File: config.mk
export PLATFORM = sky130hd
export DESIGN_NAME = touch_panel_frame_parser
export DESIGN_NICKNAME = d
export VERILOG_FILES = /design/src/hdl/tpfp_pkg.sv /design/src/hdl/touch_panel_frame_parser.sv /design/src/hdl/tpfp_front.sv /design/src/hdl/tpfp_cmd_queue.sv /design/src/hdl/tpfp_back.sv
export VERILOG_INCLUDE_DIRS = /design/src /design/src/hdl
export SDC_FILE = /design/constraint.sdc
export NUM_CORES = 1
export LEC_CHECK = 0
export ABC_AREA = 0
export BUFFER_PORTS_ARGS = -buffer_cell sky130_fd_sc_hd__buf_2
export CAP_MARGIN = 20
export CORE_UTILIZATION = 60
export CTS_CLUSTER_DIAMETER = 100
export DETAILED_ROUTE_END_ITERATION = 8
export GPL_TIMING_DRIVEN = 0
export PLACE_DENSITY = 0.8
export SYNTH_ARGS = -nofsm -noshare
export SYNTH_HDL_FRONTEND = slang
export SYNTH_SLANG_ARGS = --single-unit
File: constraint.sdc
create_clock -name clk -period 3.23 [get_ports clk]
set_input_delay 0.1615 -clock clk [delete_from_list [all_inputs] [get_ports clk]]
set_output_delay 0.1615 -clock clk [all_outputs]
set_load 0.005 [all_outputs]
File: src/hdl/touch_panel_frame_parser_macros.svh
`ifndef TOUCH_PANEL_FRAME_PARSER_MACROS_SVH
`define TOUCH_PANEL_FRAME_PARSER_MACROS_SVH

// Implication check, sampled on the rising clock edge, off while in reset.
`define TPFP_ASSERT_IMPLY(lbl, clk_s, rst_n_s, ante, cons) \
	lbl: assert property (@(posedge clk_s) disable iff (!rst_n_s) (ante) |-> (cons)) \
		else $error("tpfp implication check failed");

// Invariant check that must hold at every edge out of reset.
`define TPFP_ASSERT_ALWAYS(lbl, clk_s, rst_n_s, expr) \
	lbl: assert property (@(posedge clk_s) disable iff (!rst_n_s) (expr)) \
		else $error("tpfp invariant check failed");

`endif

File: src/hdl/tpfp_pkg.sv
`timescale 1ns / 1ps
`default_nettype none

package tpfp_pkg;

	localparam int MAX_PAYLOAD = 5;
	// largest byte index ever held is MAX_PAYLOAD+4
	localparam int CNT_W = $clog2(MAX_PAYLOAD + 5);

	localparam logic [7:0] SYNC0    = 8'hAA;
	localparam logic [7:0] SYNC1    = 8'h55;
	localparam logic [7:0] ARG_NONE = 8'hFF;

	localparam logic [7:0] CMD_DISTANCE = 8'd1;
	localparam logic [7:0] CMD_ANGLE    = 8'd2;
	localparam logic [7:0] CMD_FIRE     = 8'd3;

	// sync, sync, length and checksum bytes around the payload
	localparam logic [8:0] FRAME_OVERHEAD = 9'd4;
	localparam logic [7:0] DIST_LOW       = 8'd200;
	localparam logic [8:0] DIST_ADD       = 9'd255;
	localparam logic [8:0] DIST_RESET     = 9'd250;
	localparam logic [7:0] ANGLE_MAX      = 8'd128;
	localparam logic [8:0] ANGLE_SUB      = 9'd255;

	localparam int QDEPTH = 2;
	localparam int QPTR_W = $clog2(QDEPTH);
	localparam int QCNT_W = $clog2(QDEPTH + 1);

	// classified byte handed from front to back
	typedef struct packed {
		logic       ok;
		logic [7:0] cmd;
		logic [7:0] arg;
	} cls_t;

	typedef struct packed {
		logic              frame_ok;
		logic [7:0]        command_code;
		logic [8:0]        target_distance;
		logic signed [8:0] target_angle;
		logic              fire_request;
	} res_t;

endpackage

`default_nettype wire

File: src/hdl/touch_panel_frame_parser.sv
`timescale 1ns / 1ps
`default_nettype none

// Touch panel frame parser: one received serial byte per push, one result per byte.
// A byte is taken every clock while full is low; its result passes through the
// classifier into a 2-entry queue, then through the command stage into a 2-entry
// result queue, from which it can be popped. Throughput is one byte per cycle
// while full is low, set by the combinational header/length/checksum classifier.
// frame_ok and fire_request flag the byte that closed a good frame; the other
// outputs show the current command, distance and angle settings.
module touch_panel_frame_parser (
	input  logic              clk,
	input  logic              arst_n,
	input  logic              push,
	output logic              full,
	input  logic [7:0]        rx_byte,
	output logic              empty,
	input  logic              pop,
	output logic              frame_ok,
	output logic [7:0]        command_code,
	output logic [8:0]        target_distance,
	output logic signed [8:0] target_angle,
	output logic              fire_request
);
	import tpfp_pkg::*;

	logic accept;
	cls_t cls;
	cls_t q_item;
	logic q_empty;
	logic q_pop;
	res_t res;

	assign accept = push && !full;

	tpfp_front u_front (
		.clk     (clk),
		.arst_n  (arst_n),
		.accept  (accept),
		.rx_byte (rx_byte),
		.cls     (cls)
	);

	tpfp_cmd_queue u_queue (
		.clk     (clk),
		.arst_n  (arst_n),
		.wr_en   (accept),
		.wr_item (cls),
		.full    (full),
		.rd_en   (q_pop),
		.rd_item (q_item),
		.empty   (q_empty)
	);

	tpfp_back u_back (
		.clk     (clk),
		.arst_n  (arst_n),
		.q_empty (q_empty),
		.q_item  (q_item),
		.q_pop   (q_pop),
		.pop     (pop),
		.empty   (empty),
		.res     (res)
	);

	assign frame_ok        = res.frame_ok;
	assign command_code    = res.command_code;
	assign target_distance = res.target_distance;
	assign target_angle    = res.target_angle;
	assign fire_request    = res.fire_request;

endmodule

`default_nettype wire

File: src/hdl/tpfp_front.sv
`timescale 1ns / 1ps
`default_nettype none

module tpfp_front (
	input  logic           clk,
	input  logic           arst_n,
	input  logic           accept,
	input  logic [7:0]     rx_byte,
	output tpfp_pkg::cls_t cls
);
	import tpfp_pkg::*;

	logic [CNT_W-1:0] count_q;
	logic [7:0]       sum_q;
	logic [7:0]       buf1_q;
	logic [7:0]       buf2_q;
	logic [7:0]       buf3_q;
	logic [7:0]       buf4_q;

	logic [CNT_W-1:0] held;
	logic             over;
	logic             hdr_bad;
	logic             past_len;
	logic             sync_bad;
	logic [8:0]       need;
	logic             done;
	logic             close;

	always_comb begin
		held     = count_q + CNT_W'(1);
		over     = count_q >= CNT_W'(MAX_PAYLOAD + 4);
		// byte 0 is only ever kept when it was the first sync byte
		hdr_bad  = (count_q == '0) && (rx_byte != SYNC0);
		past_len = count_q >= CNT_W'(3);
		sync_bad = past_len && (buf1_q != SYNC1);
		need     = {1'b0, buf2_q} + FRAME_OVERHEAD;
		done     = past_len && (9'(held) >= need);
		close    = over || hdr_bad || sync_bad || done;

		cls.ok  = !over && !hdr_bad && !sync_bad && done && (sum_q == rx_byte);
		// bypass the byte being written this cycle
		cls.cmd = (count_q == CNT_W'(3)) ? rx_byte : buf3_q;
		cls.arg = (count_q == CNT_W'(4)) ? rx_byte : buf4_q;
	end

	always_ff @(posedge clk or negedge arst_n) begin
		if (!arst_n) begin
			count_q <= '0;
			sum_q   <= '0;
			buf1_q  <= '0;
			buf2_q  <= '0;
			buf3_q  <= '0;
			buf4_q  <= '0;
		end else if (accept) begin
			if (close) begin
				count_q <= '0;
				sum_q   <= '0;
			end else begin
				count_q <= held;
				sum_q   <= sum_q + rx_byte;
			end
			if (!over) begin
				case (count_q)
					CNT_W'(1): buf1_q <= rx_byte;
					CNT_W'(2): buf2_q <= rx_byte;
					CNT_W'(3): buf3_q <= rx_byte;
					CNT_W'(4): buf4_q <= rx_byte;
					default: ;
				endcase
			end
		end
	end

endmodule

`default_nettype wire

File: src/hdl/tpfp_cmd_queue.sv
`timescale 1ns / 1ps
`default_nettype none

module tpfp_cmd_queue (
	input  logic           clk,
	input  logic           arst_n,
	input  logic           wr_en,
	input  tpfp_pkg::cls_t wr_item,
	output logic           full,
	input  logic           rd_en,
	output tpfp_pkg::cls_t rd_item,
	output logic           empty
);
	import tpfp_pkg::*;

	cls_t              mem_q [QDEPTH];
	logic [QPTR_W-1:0] wr_ptr_q;
	logic [QPTR_W-1:0] rd_ptr_q;
	logic [QCNT_W-1:0] cnt_q;
	logic              do_wr;
	logic              do_rd;

	assign full    = cnt_q == QCNT_W'(QDEPTH);
	assign empty   = cnt_q == '0;
	assign do_wr   = wr_en && !full;
	assign do_rd   = rd_en && !empty;
	assign rd_item = mem_q[rd_ptr_q];

	always_ff @(posedge clk) begin
		if (do_wr) begin
			mem_q[wr_ptr_q] <= wr_item;
		end
	end

	always_ff @(posedge clk or negedge arst_n) begin
		if (!arst_n) begin
			wr_ptr_q <= '0;
			rd_ptr_q <= '0;
			cnt_q    <= '0;
		end else begin
			if (do_wr) begin
				wr_ptr_q <= (wr_ptr_q == QPTR_W'(QDEPTH - 1)) ? '0 : wr_ptr_q + QPTR_W'(1);
			end
			if (do_rd) begin
				rd_ptr_q <= (rd_ptr_q == QPTR_W'(QDEPTH - 1)) ? '0 : rd_ptr_q + QPTR_W'(1);
			end
			case ({do_wr, do_rd})
				2'b10:   cnt_q <= cnt_q + QCNT_W'(1);
				2'b01:   cnt_q <= cnt_q - QCNT_W'(1);
				default: cnt_q <= cnt_q;
			endcase
		end
	end

endmodule

`default_nettype wire

File: src/hdl/tpfp_back.sv
`timescale 1ns / 1ps
`default_nettype none
`include "touch_panel_frame_parser_macros.svh"

module tpfp_back (
	input  logic           clk,
	input  logic           arst_n,
	input  logic           q_empty,
	input  tpfp_pkg::cls_t q_item,
	output logic           q_pop,
	input  logic           pop,
	output logic           empty,
	output tpfp_pkg::res_t res
);
	import tpfp_pkg::*;

	logic [7:0]        last_cmd_q;
	logic [8:0]        dist_q;
	logic signed [8:0] angle_q;

	logic [7:0]        cmd_n;
	logic [8:0]        dist_n;
	logic signed [8:0] angle_n;
	res_t              res_n;

	res_t              out_mem_q [QDEPTH];
	logic [QPTR_W-1:0] wr_ptr_q;
	logic [QPTR_W-1:0] rd_ptr_q;
	logic [QCNT_W-1:0] out_cnt_q;
	logic              take;
	logic              deq;

	assign take  = !q_empty && (out_cnt_q < QCNT_W'(QDEPTH));
	assign q_pop = take;
	assign empty = out_cnt_q == '0;
	assign deq   = pop && !empty;
	assign res   = out_mem_q[rd_ptr_q];

	always_comb begin
		cmd_n   = last_cmd_q;
		dist_n  = dist_q;
		angle_n = angle_q;
		if (q_item.ok) begin
			cmd_n = q_item.cmd;
			if (q_item.cmd == CMD_DISTANCE && q_item.arg != ARG_NONE) begin
				// low values get an offset, kept as the panel firmware does it
				dist_n = (q_item.arg < DIST_LOW) ? DIST_ADD + {1'b0, q_item.arg}
					: {1'b0, q_item.arg};
			end
			if (q_item.cmd == CMD_ANGLE) begin
				angle_n = (q_item.arg > ANGLE_MAX) ? $signed({1'b0, q_item.arg} - ANGLE_SUB)
					: $signed({1'b0, q_item.arg});
			end
		end
		res_n.frame_ok        = q_item.ok;
		res_n.command_code    = cmd_n;
		res_n.target_distance = dist_n;
		res_n.target_angle    = angle_n;
		res_n.fire_request    = q_item.ok && (q_item.cmd == CMD_FIRE);
	end

	always_ff @(posedge clk or negedge arst_n) begin
		if (!arst_n) begin
			last_cmd_q <= '0;
			dist_q     <= DIST_RESET;
			angle_q    <= '0;
		end else if (take) begin
			last_cmd_q <= cmd_n;
			dist_q     <= dist_n;
			angle_q    <= angle_n;
		end
	end

	always_ff @(posedge clk) begin
		if (take) begin
			out_mem_q[wr_ptr_q] <= res_n;
		end
	end

	always_ff @(posedge clk or negedge arst_n) begin
		if (!arst_n) begin
			wr_ptr_q  <= '0;
			rd_ptr_q  <= '0;
			out_cnt_q <= '0;
		end else begin
			if (take) begin
				wr_ptr_q <= (wr_ptr_q == QPTR_W'(QDEPTH - 1)) ? '0 : wr_ptr_q + QPTR_W'(1);
			end
			if (deq) begin
				rd_ptr_q <= (rd_ptr_q == QPTR_W'(QDEPTH - 1)) ? '0 : rd_ptr_q + QPTR_W'(1);
			end
			case ({take, deq})
				2'b10:   out_cnt_q <= out_cnt_q + QCNT_W'(1);
				2'b01:   out_cnt_q <= out_cnt_q - QCNT_W'(1);
				default: out_cnt_q <= out_cnt_q;
			endcase
		end
	end

	`TPFP_ASSERT_ALWAYS(a_out_cnt_bound, clk, arst_n, out_cnt_q <= QCNT_W'(QDEPTH))
	`TPFP_ASSERT_IMPLY(a_fire_needs_ok, clk, arst_n, !empty && res.fire_request, res.frame_ok)
	`TPFP_ASSERT_IMPLY(a_fire_cmd, clk, arst_n, !empty && res.fire_request, res.command_code == CMD_FIRE)
	`TPFP_ASSERT_ALWAYS(a_dist_floor, clk, arst_n, dist_q >= {1'b0, DIST_LOW})

endmodule

`default_nettype wire

==> run metrics <==
synthesized instance count=540; relative max-transition margin=0.416; Max Freq=336 MHz; DIE AREA=13,500 um^2; status=finished, final reports clean; total length of routed wires=14,200 um; leakage dissipation=3.73 nW; proportion of synthesized chip area in sequential cells=0.594; worst hold path class=input pin to flop; number of top-level design ports=42; share of total power in sequential cells=0.416; number of antenna violations at the first check in global routing=0; post-synthesis async set-or-reset flop share=0.464; setup clock skew after layout=0.00453 ns; Post-Place Setup Slack=0.142 ns; Core Area=12,700 um^2; ANT nets after route=0; post-route fraction of the period consumed by the critical path=0.920; detailed-routing iteration count for the pre-antenna-repair pass=5; fraction of final layout cells sized beyond drive strength 1=0.357; share of Yosys cell area claimed by the top area cell type=0.345; vias=4,532; share of total power consumed by net switching=0.318; H-tree depth=4; cell area after technology mapping=7840 um^2; clock power share=0.239; share of the synthesized area in compound gates (AO/OA/AOI/OAI)=0.0536; arithmetic-cell share of the synthesized area counting full adders, half adders and majority gates=0.0361; post-synthesis simple-gate area fraction=0.0648; syn_area_per_cell=14.5 um^2; most common cell after layout, fill and taps aside=mux2_2; slew of the pin with the lowest slew margin=0.873 ns; Final WS setup=0.257 ns; Pint=5.81 mW; diode count=0; final setup TNS=0 ns; drt via density=5.74; leading register cell type out of synthesis=edfxtp_1; arrival time at the worst endpoint=3.28 ns; peak supply drop=0.389 mV; initial core utilization=0.619; Final Power=8.52 mW; number of max-capacitance violations reported=0; number of distinct library cells after synthesis=59; standard-cell rows=41; largest net degree at the start of global routing=58; number of enable flip-flop cells after synthesis=90; main area contributors after synthesis=edfxtp_1 (34%), dfrtp_1 (23%), mux2_2 (16%); #FFs+latches synth=168; final setup violation count=0; share of cell area taken by muxes after synthesis=0.199; commonest cells after routing, fill and taps aside=mux2_2 (113), edfxtp_1 (90), dfrtp_1 (72); cts bufs inserted=17; Critical Path Sink Type=flop; root buffer cell=clkbuf_16; unrepaired setup endpoints after global routing=no; area overhead of the layout relative to synthesis=14.1%; critical path data required time=3.53 ns; Remaining DRCs=0; placer congestion estimate=0.836; proportion of power drawn by combinational gates=0.344; Post-CTS Setup Repair Bufs=0; count of yosys warnings during synthesis=0; worst-path fanout max=10; global-route usage over all layers=0.227; half-perimeter wire length of the detailed placement result=9860 um; Nets=638; wire length per cell after detailed routing=18.0 um; cell taking the most area after synthesis=edfxtp_1; category of the worst setup path launch point=flop; width of the die=116 um; total net switching power=2.71 mW; vias in the first global route=4,645; post-route minimum period=2.97 ns; chip height=116 um; syn nets=574; detailed router's first-iteration violation count=287; CTS tree=done; XOR/XNOR share of the synthesized area=0.0324; hold violation count in the final report=0; Max Buffers Root-to-Sink=2; count of port buffers added during placement=40; largest family of logic cells by synthesized area=multiplexers; power density normalized to cell area=952 nW/um^2; wire length of the first global-routing pass=22,700 um; Clock Sink Count=168; Worst Path Class, Setup=flop to flop; fin. max-slew vios=0; aggregate global routing overflow=0; clock insertion delay at the later pin of the skew report=0.42 ns; CTS clock-pin slew for the worst setup and hold paths=0.06 ns
per-stage QoR:
step / util / hold slack (ns) / cell area, um^2 / instances
6_report: 0.706 / 0.116 / 8950 / 789
5_1_grt: 0.706 / 0.0954 / 8950 / 789
4_1_cts: 0.706 / 0.0943 / 8940 / 789
3_5_place_dp: 0.657 / 0.0838 / 8330 / 756
3_3_place_gp: 0.652 / 0.476 / 8260 / 752
2_1_floorplan: - / -0.134 / 7840 / 540
synth_stat cells (all sizes together) (3+ instances only):
cell type,count
a21oi,14
xnor2,21
dfrtp,72
buf,8
o21ai,12
nor4,3
nand3b,3
nor3,6
dfstp,6
and2,4
nor2,23
a31oi,4
mux2i,15
nand2b,5
a22o,7
nand2,16
xor2,8
inv,15
nand3,12
edfxtp,90
clkbuf,9
ha,21
nor2b,5
nor4bb,4
nor3b,4
a211oi,3
mux2,122
or4,3
worst paths after layout:
kind	from	to	slack, ns	depth (start not counted)
max	u_queue.rd_ptr_q	u_back.dist_q[0]	0.26	11
min	rx_byte[0]	u_front.buf2_q[0]	0.12	2
max reg2reg	u_queue.rd_ptr_q	u_back.dist_q[0]	0.26	11
min reg2reg	u_queue.wr_ptr_q	u_queue.wr_ptr_q	0.49	1
max in group asynchronous	arst_n	u_back.dist_q[3]	2.41	3
min in group asynchronous	arst_n	u_front.sum_q[3]	0.18	2
worst max-delay path, stage by stage, from the launching register on:
cell and delay (ns):
dfrtp_1 0.46, buf_6 0.18, buf_6 0.15, mux2i_1 0.50, inv_1 0.10, ha_1 0.24
and4bb_1 0.23, nand3b_1 0.21, buf_6 0.18, nand2b_4 0.14, buf_6 0.15, mux2_4 0.30
area by class of cell:
cell class | count | area, um^2
Buffer | 17 | 98.8
Clock inverter | 15 | 178
Tap cell | 172 | 215
Timing Repair Buffer | 45 | 278
Clock buffer | 17 | 425
Multi-Input combinational cell | 340 | 3030
Fill cell | 895 | 3720
Inverter | 15 | 56.3
Sequential cell | 168 | 4660
power groups by stage:
| stage | Combinational, mW | Clock [mW] | Sequential [mW] |
|---|---|---|---|
| global placement | 2.75 | 0 | 3.53 |
| floorplan | 2.14 | 0 | 3.47 |
| CTS | 2.95 | 2.07 | 3.54 |
| global route | 3.23 | 2.16 | 3.62 |
| finish | 2.93 | 2.04 | 3.54 |
| detailed placement | 2.91 | 0 | 3.58 |
layer usage:
| metal | GRT usage | wire length (um) | vias to the layer above | share of wire |
|---|---|---|---|---|
| li1 | - | - | 2138 | - |
| met1 | 0.265 | 6130 | 2275 | 0.43 |
| met2 | 0.395 | 7340 | 102 | 0.52 |
| met3 | 0.0488 | 501 | 17 | 0.035 |
| met4 | 0.115 | 221 | 0 | 0.016 |
| met5 | 0 | 0 | - | 0 |
sequential cells by signal (all words and copies together) (netlist names), 4 cells and up:
name and cells:
u_back.angle_q 9, u_back.dist_q 9, u_back.last_cmd_q 8, u_back.out_mem_q 56, u_front.buf1_q 8, u_front.buf2_q 8
u_front.buf3_q 8, u_front.buf4_q 8, u_front.count_q 4, u_front.sum_q 8, u_queue.mem_q 34
cells by family after synthesis:
| logic type | count (synthesis) |
|---|---|
| flops | 168 |
| compound gates | 59 |
| simple gates | 93 |
| xor+xnor | 29 |
| fa+ha+maj | 22 |
| buf+inv | 32 |
| mux | 137 |
repair_timing:
action	CTS	global route
hold endpoints to repair	72	0
endpoints found under the setup margin	0	3
resized for setup	0	1
hold buffers	1	0
Power figures use the tool's default switching activity.
